## src/hdl/sna_pkg.sv

```systemverilog
// Shared types, codes and saturating arithmetic helpers for the spline news ACD filter.
package sna_pkg;

  localparam int MAX_KNOTS_DEF     = 16;
  localparam int MAX_NEWS_LAGS_DEF = 8;
  localparam int MAX_MEAN_LAGS_DEF = 8;
  localparam int FRAC_BITS_DEF     = 16;
  localparam int PADDR_W           = 5;

  typedef enum logic [1:0] {
    CMD_WRITE = 2'd0,
    CMD_PRIME = 2'd1,
    CMD_STEP  = 2'd2
  } cmd_e;

  typedef enum logic [1:0] {
    SEL_SLOPE = 2'd0,
    SEL_BREAK = 2'd1,
    SEL_LAGW  = 2'd2,
    SEL_MEANW = 2'd3
  } sel_e;

  typedef enum logic [2:0] {
    REG_BASE_LEVEL    = 3'd0,
    REG_BURN_LENGTH   = 3'd1,
    REG_TOTAL_SAMPLES = 3'd2,
    REG_KNOTS_USED    = 3'd3,
    REG_NEWS_LAGS     = 3'd4,
    REG_MEAN_LAGS     = 3'd5
  } reg_e;

  typedef enum logic [4:0] {
    ST_IDLE,
    ST_LAG_START,
    ST_S0_WAIT,
    ST_MUL,
    ST_RND,
    ST_NEWS0_DONE,
    ST_KNOT_TEST,
    ST_BP_WAIT,
    ST_SLOPE_WAIT,
    ST_NEWS_K_DONE,
    ST_LAG_W,
    ST_LW_WAIT,
    ST_LAG_DONE,
    ST_MEAN_START,
    ST_MW_WAIT,
    ST_MEAN_DONE,
    ST_FINAL,
    ST_DUR,
    ST_EMIT
  } state_e;

  typedef struct packed {
    logic signed [31:0] base_level;
    logic [31:0]        burn_length;
    logic [31:0]        total_samples;
    logic [4:0]         knots_used;
    logic [3:0]         news_lags;
    logic [3:0]         mean_lags;
  } cfg_t;

  typedef struct packed {
    logic               sat;
    logic signed [31:0] val;
  } satval_t;

  function automatic satval_t sat_to32(input logic signed [65:0] v);
    satval_t r;
    if (v > 66'sd2147483647) begin
      r.sat = 1'b1;
      r.val = 32'sh7fffffff;
    end else if (v < -66'sd2147483648) begin
      r.sat = 1'b1;
      r.val = 32'sh80000000;
    end else begin
      r.sat = 1'b0;
      r.val = v[31:0];
    end
    return r;
  endfunction

  function automatic satval_t qadd(input logic signed [31:0] a, input logic signed [31:0] b);
    return sat_to32(66'(a) + 66'(b));
  endfunction

  function automatic satval_t qsub(input logic signed [31:0] a, input logic signed [31:0] b);
    return sat_to32(66'(a) - 66'(b));
  endfunction

endpackage

```

## src/hdl/sna_regs.sv

```systemverilog
// APB-style configuration register file.
module sna_regs (
  input  logic                        clk,
  input  logic                        rst,
  input  logic                        psel,
  input  logic                        penable,
  input  logic                        pwrite,
  input  logic [sna_pkg::PADDR_W-1:0] paddr,
  input  logic [31:0]                 pwdata,
  output logic [31:0]                 prdata,
  output logic                        pready,
  output sna_pkg::cfg_t               cfg
);
  import sna_pkg::*;

  logic wr_en;

  assign pready = 1'b1;
  assign wr_en  = psel && penable && pwrite && pready;

  always_ff @(posedge clk) begin
    if (rst) begin
      cfg.base_level    <= '0;
      cfg.burn_length   <= '0;
      cfg.total_samples <= '0;
      cfg.knots_used    <= '0;
      cfg.news_lags     <= 4'd1;
      cfg.mean_lags     <= '0;
    end else if (wr_en) begin
      unique case (reg_e'(paddr[4:2]))
        REG_BASE_LEVEL:    cfg.base_level    <= pwdata;
        REG_BURN_LENGTH:   cfg.burn_length   <= pwdata;
        REG_TOTAL_SAMPLES: cfg.total_samples <= pwdata;
        REG_KNOTS_USED:    cfg.knots_used    <= pwdata[4:0];
        REG_NEWS_LAGS:     cfg.news_lags     <= pwdata[3:0];
        REG_MEAN_LAGS:     cfg.mean_lags     <= pwdata[3:0];
        default: ;
      endcase
    end
  end

  always_comb begin
    unique case (reg_e'(paddr[4:2]))
      REG_BASE_LEVEL:    prdata = cfg.base_level;
      REG_BURN_LENGTH:   prdata = cfg.burn_length;
      REG_TOTAL_SAMPLES: prdata = cfg.total_samples;
      REG_KNOTS_USED:    prdata = {27'd0, cfg.knots_used};
      REG_NEWS_LAGS:     prdata = {28'd0, cfg.news_lags};
      REG_MEAN_LAGS:     prdata = {28'd0, cfg.mean_lags};
      default:           prdata = '0;
    endcase
  end

endmodule

```

## config.mk

```make
export PLATFORM = sky130hd
export DESIGN_NAME = sna_regs
export DESIGN_NICKNAME = d
export VERILOG_FILES = /design/src/hdl/sna_pkg.sv /design/src/hdl/sna_regs.sv
export SDC_FILE = /design/constraint.sdc
export NUM_CORES = 1
export LEC_CHECK = 0
export ABC_AREA = 0
export ABC_CLOCK_PERIOD_IN_PS = 1600
export BUFFER_PORTS_ARGS = -buffer_cell sky130_fd_sc_hd__buf_2
export CAP_MARGIN = 5
export CORE_MARGIN = 2
export CORE_UTILIZATION = 40
export CTS_CLUSTER_DIAMETER = 60
export CTS_CLUSTER_SIZE = 30
export DETAILED_ROUTE_END_ITERATION = 7
export PLACE_DENSITY = 0.66
export SLEW_MARGIN = 30
export SYNTH_ARGS = -nofsm -noshare
export SYNTH_HDL_FRONTEND = slang
export SYNTH_SLANG_ARGS = --single-unit
```

## constraint.sdc

```tcl
create_clock -name clk -period 1.6 [get_ports clk]
set_clock_uncertainty 0.15 [all_clocks]
set_input_delay 0.16 -clock clk [delete_from_list [all_inputs] [get_ports clk]]
set_output_delay 0.16 -clock clk [all_outputs]
set_load 0.02 [all_outputs]
```

After elaboration in Yosys (flattened, before gate mapping)
Index checks and enable logic that the tools add are counted.
{"block": "word_totals", "input_bits": 42, "ff_bits": 109, "out_inout_bits": 142, "word_cells": 21}
{"block": "op_classes", "eq_ne": 5, "n_reduce_logical": 9, "n_mux": 1}
{"cell": "$pmux 32 s6", "n": 1}
{"cell": "$reduce_and 2->1", "n": 6}
{"cell": "$eq 3x2->1 const B", "n": 2}
{"cell": "$eq 3x3->1 const B", "n": 2}
{"cell": "$eq 3x1->1 const B", "n": 1}
{"cell": "$logic_not 3->1", "n": 1}
{"cell": "$logic_and 1x1->1", "n": 2}

Longest topological paths before layout
Gate-level depths: netlist of the first run.
{"block": "depth", "depth_word": 3, "ltp_mapped": 6, "mapped_depth_nobuf": 3}

Worst setup path after synthesis of the first run
Ideal clock, no wire load.
{"block": "synth_timing", "path_kind": "input to output", "startpoint": "input port paddr[3] (netlist name)", "endpoint": "output port prdata[0]", "path_slack_ps": 68, "n_path_buf": 3, "arrival_ps": 1222, "path_stages": 5, "required_time_ps": 1290, "cell_sequence": "buf_2 > buf_4 > buf_4 > or2_0 > a22oi_1"}
{"block": "synth_via", "elab_chain_cells": 2, "word_cells_on_any_way": 7, "cone_classes": "eq/ne: 5; mux: 1; reduce/logical: 1"}
{"element": "start: declaration", "line": "sna_regs.sv:8", "text": "input logic [sna_pkg::PADDR_W-1:0] paddr,"}
{"element": "$eq 3x3->1, or another cell as far along", "line": "sna_regs.sv:43", "text": "unique case (reg_e'(paddr[4:2]))"}
{"element": "$pmux 32 s6 *", "line": "sna_regs.sv:43"}
{"element": "end: declaration", "line": "sna_regs.sv:10", "text": "output logic [31:0] prdata,"}
Mark *: on every way between the ends. The rest lies on a longest branch, timed or not.

Worst setup path in the final report of the first run
{"block": "layout_timing", "startpoint": "register cfg[12] (netlist name)", "endpoint": "output port prdata[4]"}
{"block": "layout_via", "elab_chain_cells": 1}
{"element": "start: declaration", "line": "sna_regs.sv:12", "text": "output sna_pkg::cfg_t cfg"}
{"element": "$pmux 32 s6", "line": "sna_regs.sv:43"}
No other way between the ends.

==> impl_metrics.env, run 1 <==
export IMPL_p_int_uw=4233
export IMPL_syn_num_nets=569
export IMPL_cts_htree_levels=3
export IMPL_worstSetupEndpointType="primary output"
export IMPL_final_util_pct=56.52
export IMPL_fin_cells=928
export IMPL_rsz0062_at_grt="yes"
export IMPL_cts_tree="done"
export IMPL_synth_edf_count=0
export IMPL_clk_pin_slew_ps=70
export IMPL_min_period_ps=1722
export IMPL_slew_viol_final=0
export IMPL_period_share_pct=107.6
export IMPL_area_growth_pct=38.77
export IMPL_top_regs="cfg x109"
export IMPL_regToRegSetupSlack_ps=710
export IMPL_drtPass1Iterations=4
export IMPL_hold_start="pwdata[4]"
export IMPL_dp_hpwl_um=10310
export IMPL_largest_reg_flops=109
export IMPL_vias=4614
export IMPL_drt_vias_per_instance=4.972
export IMPL_worst_path_max_fanout=2
export IMPL_critPathKind="reg -> out"
export IMPL_grt_pass1_vias=4707
export IMPL_clk_latency_ps=350
export IMPL_hold_path_depth=3
export IMPL_drive_gt1_share_pct=39.76
export IMPL_cts_max_path_buffers=2
export IMPL_setup_tns_final_ps=-145.6
export IMPL_pin_count=184
export IMPL_startpoint="cfg[12]$_SDFFE_PP0P_"
export IMPL_grt_antenna_before_repair=0
export IMPL_seqPwrFrac_pct=49.7
export IMPL_cp_top_family="multiplexers"
export IMPL_yosysTopAreaCell="dfxtp_1"
export IMPL_crit_arrival_ps=1410
export IMPL_min_path_type="in -> reg"
export IMPL_ys_top_cells_by_area="dfxtp_1, mux2i_1, nand2b_1"
export IMPL_r2r_start="cfg[48]$_SDFFE_PP0P_"
export IMPL_critPathSlowestCell="mux4_2"
export IMPL_cp_start_kind="flip-flop"
export IMPL_post_dp_cell_area_um2=6558
export IMPL_max_stage_delay_ps=440
export IMPL_status="complete, but fails checks"
export IMPL_synth_top_area_share_pct=40.78
export IMPL_gp_congestion=0.8349
export IMPL_yosysSeqAreaShare_pct=40.78
export IMPL_violations="negative setup slack"
export IMPL_p_per_area_nw_per_um2=745.2
export IMPL_power_total_uw=5534
export IMPL_diodes=0
export IMPL_grt_max_degree=89
export IMPL_grt_usage_pct=20.88
export IMPL_dieArea_um2=14320
export IMPL_finalWirelength_um=15070
export IMPL_yosysUniqueCellTypes=25
export IMPL_leakage_uw=0.003827
export IMPL_dr_first_iter_drc_count=161
export IMPL_gr_total_overflow=0
export IMPL_worst_ep_required_time_ps=1290
export IMPL_yosysMostFrequentCell="mux2i_1"
export IMPL_initial_core_util_pct=40.73
export IMPL_dieHeight_um=119.7
export IMPL_p_clk_share_pct=39.8
export IMPL_layout_nets=790
export IMPL_syn_cell_area_um2=5351
export IMPL_die_w_um=119.7
export IMPL_finalSetupViolations=3
export IMPL_drtAntennaViolNets=0
export IMPL_hold_path_end="cfg[12]$_SDFFE_PP0P_"
export IMPL_synth_seq_cells=109
export IMPL_rows=42
export IMPL_largest_register="cfg"
export IMPL_cts_root_buf="clkbuf_16"
export IMPL_synth_top_flop_cell="dfxtp_1"
export IMPL_layout_setup_ws_ps=-122.0
export IMPL_numPortBuffers=180
export IMPL_routedWlPerCell_um=16.23
export IMPL_core_um2=13140
export IMPL_yosys_top_cells_count="mux2i_1, nand2b_1, dfxtp_1, a2bb2oi_1, nor2_1"
export IMPL_async_flop_share_pct=0
export IMPL_grt_pass1_wl_um=23830
export IMPL_avgSynthCellArea_um2=10.15
export IMPL_cp_num_buf_inv=1
export IMPL_fin_area_um2=7426
export IMPL_cts_sinks=109
export IMPL_timing_hold_violations_final=0
export IMPL_drc=0
export IMPL_r2r_end="cfg[48]$_SDFFE_PP0P_"
export IMPL_switching_power_uw=1300
export IMPL_syn_inst=527
export IMPL_combPwrFrac_pct=10.5
export IMPL_ff2ff_path_depth=3
export IMPL_max_clock_freq_ghz=0.5807
export IMPL_dp_cells=864
export IMPL_peakVddDrop_mv=0.4799
export IMPL_maxCapViolations=0
export IMPL_switching_share_pct=23.50
export IMPL_yosysWarnings=0
export IMPL_cts_buffers=9
export IMPL_crit_chain="mux4_2 > nor2b_1 > buf_4"
## final cells by class
type                    count  area [µm²]
clock buffers              11       232.7
clock inverters             4       50.05
fillers                  1201        5712
multi-input cells         373        2957
flip-flops and latches    109        2238
well taps                 176       220.2
repair buffers            255        1728
## layer usage
metal,vias to the layer above,global-route usage [%],wire (µm)
li1,2243,-,-
met3,24,4.278,785
met4,0,9.926,364
met5,-,0,0
met2,143,35.39,7324
met1,2204,25.30,6592
## worst register-to-register path: stages (launching register included)
cell and delay (ps):
dfxtp_2 340, buf_4 110, nand2b_1 60, mux2i_1 160
## power by group through the flow
stage	logic [µW]	clock network, µW	registers (µW)
6_report	583	2200	2750
5_1_grt	623	2370	2750
4_1_cts	571	2260	2750
3_5_place_dp	509	0	2810
3_3_place_gp	499	0	2810
2_1_floorplan	299	0	2830
## placed cells by master, fill, tap and decap left out
cell           instances
or3b_1                 1
nand2_2                1
clkinvlp_4             2
nand3_1                1
nand3b_1               1
a21oi_1                4
dfxtp_1               64
clkbuf_16              9
a22oi_1                2
nand2_4                1
and2_4                 2
buf_4                 50
clkbuf_1               2
or2_1                  1
nor2b_1                3
mux2i_1              144
conb_1                 1
a2bb2oi_2              6
nor2b_2                1
a2bb2oi_1             25
a22oi_2                2
buf_2                164
or2_0                  3
dlygate4sd3_1         28
nand2b_1             140
dfxtp_2               45
nand4_1                1
buf_12                12
or3_1                  1
bufinv_16              1
mux4_2                 1
and4b_1                1
buf_6                  1
nor2_1                30
clkinv_2               1
## worst max path at each step
stage                                 to  cells past startpoint
detailed placement  cfg[15]$_SDFFE_PP0P_                      5
floorplan                      prdata[0]                      5
global route                   prdata[4]                      3
CTS                            prdata[4]                      3
finish                         prdata[4]                      3
global placement               prdata[2]                      6
## per-stage QoR
stage	worst slack [ps]	hold WS (ps)
after global placement	-35.40	280.9
after CTS	-135.3	3.152
after floorplan	68.23	171.2
final	-122.0	25.11
after detailed placement	-44.66	298.7
after global routing	-170.3	30.10
## cell families after synthesis
| kind of cell | count (synthesis) | share of synthesized area [%] |
|---|---|---|
| mux | 145 | 27.36 |
| flops | 109 | 40.78 |
| simple gates | 188 | 20.88 |
| other cells | 1 | 0.07008 |
| compound gates | 39 | 6.009 |
| buf+inv | 45 | 4.910 |
## timing repair
item                                   CTS  global route
buffers inserted                        15             6
hold buffers                            28             0
pin swaps                                4             5
endpoints found under the hold margin   79             0
resized for setup                       24            47
setup endpoints to repair               18            23
(Power assumes the default switching activity.)
==> run 2: changes to the inputs <==
- CELL_PAD_IN_SITES_DETAIL_PLACEMENT: default -> 1
- CELL_PAD_IN_SITES_GLOBAL_PLACEMENT: default -> 2
- CORE_UTILIZATION: 40 -> 30
- PLACE_DENSITY: 0.66 -> default
- PLACE_DENSITY_LB_ADDON: default -> 0.1
- SKIP_LAST_GASP: default -> 1
==> run 2 against run 1 <==
- the run still ends with negative setup slack left
- sequential share of layout area decreased by 0.61 points
- hold slack improved by 60 ps
- global-route usage fell by 2.5 points
- largest cell class unchanged
- highest routed layer unchanged
==> impl_metrics.env, run 2 (synthesized netlist as in run 1, its figures left out) <==
export IMPL_cts_tree="done"
export IMPL_worst_path_max_fanout=2
export IMPL_core_um2=17360
export IMPL_worst_ep_required_time_ps=1290
export IMPL_grt_pass1_wl_um=26530
export IMPL_worstSetupEndpointType="primary output"
export IMPL_vias=4592
export IMPL_dieHeight_um=137.6
export IMPL_min_period_ps=1714
export IMPL_die_w_um=137.6
export IMPL_cts_max_path_buffers=2
export IMPL_drtPass1Iterations=4
export IMPL_violations="negative setup slack"
export IMPL_timing_hold_violations_final=0
export IMPL_top_regs="cfg x109"
export IMPL_max_clock_freq_ghz=0.5836
export IMPL_place_ws_ps=-62.65
export IMPL_largest_reg_flops=109
export IMPL_drive_gt1_share_pct=39.79
export IMPL_ff2ff_path_depth=3
export IMPL_cts_buffers=9
export IMPL_finalWirelength_um=17400
export IMPL_crit_arrival_ps=1400
export IMPL_hold_slack_ps=84.76
export IMPL_grt_usage_pct=18.37
export IMPL_slew_viol_final=0
export IMPL_rsz0062_at_grt="yes"
export IMPL_diodes=0
export IMPL_cts_sinks=109
export IMPL_gp_congestion=0.7632
export IMPL_cts_htree_levels=3
export IMPL_maxCapViolations=0
export IMPL_critPathKind="reg -> out"
export IMPL_grt_antenna_before_repair=0
export IMPL_pin_count=184
export IMPL_routedWlPerCell_um=17.87
export IMPL_dieArea_um2=18920
export IMPL_initial_core_util_pct=30.83
export IMPL_min_path_type="in -> reg"
export IMPL_setup_tns_final_ps=-121.0
export IMPL_dp_hpwl_um=12100
export IMPL_hold_start="pwdata[2]"
export IMPL_drtAntennaViolNets=0
export IMPL_fillCellCount=1990
export IMPL_finalSetupViolations=2
export IMPL_final_common_cell="buf_2"
export IMPL_r2r_start="cfg[4]$_SDFFE_PP1P_"
export IMPL_dr_first_iter_drc_count=148
export IMPL_area_growth_pct=41.31
export IMPL_final_cell_mix="buf_2, mux2i_1, nand2b_1"
export IMPL_grt_max_degree=81
export IMPL_cp_start_kind="flip-flop"
export IMPL_clk_pin_slew_ps=70
export IMPL_hold_path_end="cfg[10]$_SDFFE_PP0P_"
export IMPL_p_per_area_nw_per_um2=768.1
export IMPL_numPortBuffers=180
export IMPL_fin_cells=974
export IMPL_clk_latency_ps=350
export IMPL_drt_vias_per_instance=4.715
export IMPL_leakage_uw=0.003835
export IMPL_layout_setup_ws_ps=-113.5
export IMPL_grt_pass1_vias=4772
export IMPL_layout_nets=786
export IMPL_largest_register="cfg"
export IMPL_peakVddDrop_mv=0.4840
export IMPL_dp_cells=914
export IMPL_gr_total_overflow=0
export IMPL_regToRegSetupSlack_ps=700
export IMPL_status="complete, but fails checks"
export IMPL_period_share_pct=107.1
export IMPL_hold_path_depth=3
export IMPL_drc=0
export IMPL_r2r_end="cfg[4]$_SDFFE_PP1P_"
export IMPL_cts_root_buf="clkbuf_16"
export IMPL_rows=48
## run 2: per-stage QoR
| step | util [%] | cell area, µm² | power [µW] |
|---|---|---|---|
| global route | 43.57 | 7562 | 6063 |
| floorplan | - | 5351 | 3131 |
| finish | 43.57 | 7562 | 5809 |
| CTS | 42.60 | 7393 | 5889 |
| global placement | 38.28 | 6644 | 3340 |
| detailed placement | 38.28 | 6644 | 3352 |
## run 2: repair_timing
action	4_1_cts	5_1_grt
hold endpoints to repair	81	0
gates resized for setup	26	49
cloned	0	1
setup endpoints to repair	6	26
hold buffers	29	0
setup buffers	10	4
pin swaps	3	6
## run 2: how the worst max path moves through the flow
stage                          from  depth (start not counted)  slack [ps]                   end
2_1_floorplan              paddr[3]                          5          70             prdata[0]
3_3_place_gp               paddr[4]                          5          -9  cfg[56]$_SDFFE_PP0P_
3_5_place_dp               paddr[2]                          5         -60  cfg[58]$_SDFFE_PP0P_
4_1_cts        cfg[12]$_SDFFE_PP0P_                          3        -140             prdata[4]
5_1_grt        cfg[12]$_SDFFE_PP0P_                          3        -150             prdata[4]
6_report       cfg[12]$_SDFFE_PP0P_                          3        -110             prdata[4]
## run 2: power by group
part / switching [µW] / internal [µW]
logic: 306 / 313
registers: 16.6 / 2730
clock network: 1060 / 1380
total: 1390 / 4420
## run 2: per-layer routing
| layer | up-vias | share of wire [%] | global-route usage, % |
|---|---|---|---|
| met4 | 0 | 1.2 | 5.498 |
| met3 | 12 | 5.2 | 4.305 |
| met5 | - | 0 | 0 |
| li1 | 2230 | - | - |
| met2 | 99 | 49 | 31.23 |
| met1 | 2251 | 45 | 23.06 |
## run 2: critical path: stages (launching register included)
cell     delay, ps
dfxtp_2        320
mux4_2         460
nor2b_4        140
buf_6          130
## run 2: final cells by class
| class | count | area, µm² | area share [%] |
|---|---|---|---|
| multi-input cells | 373 | 2987 | 39.49 |
| flip-flops and latches | 109 | 2233 | 29.53 |
| repair buffers | 251 | 1735 | 22.95 |
| well taps | 225 | 281.5 | 3.723 |
| clock buffers | 9 | 225.2 | 2.978 |
| clock inverters | 7 | 100.1 | 1.324 |
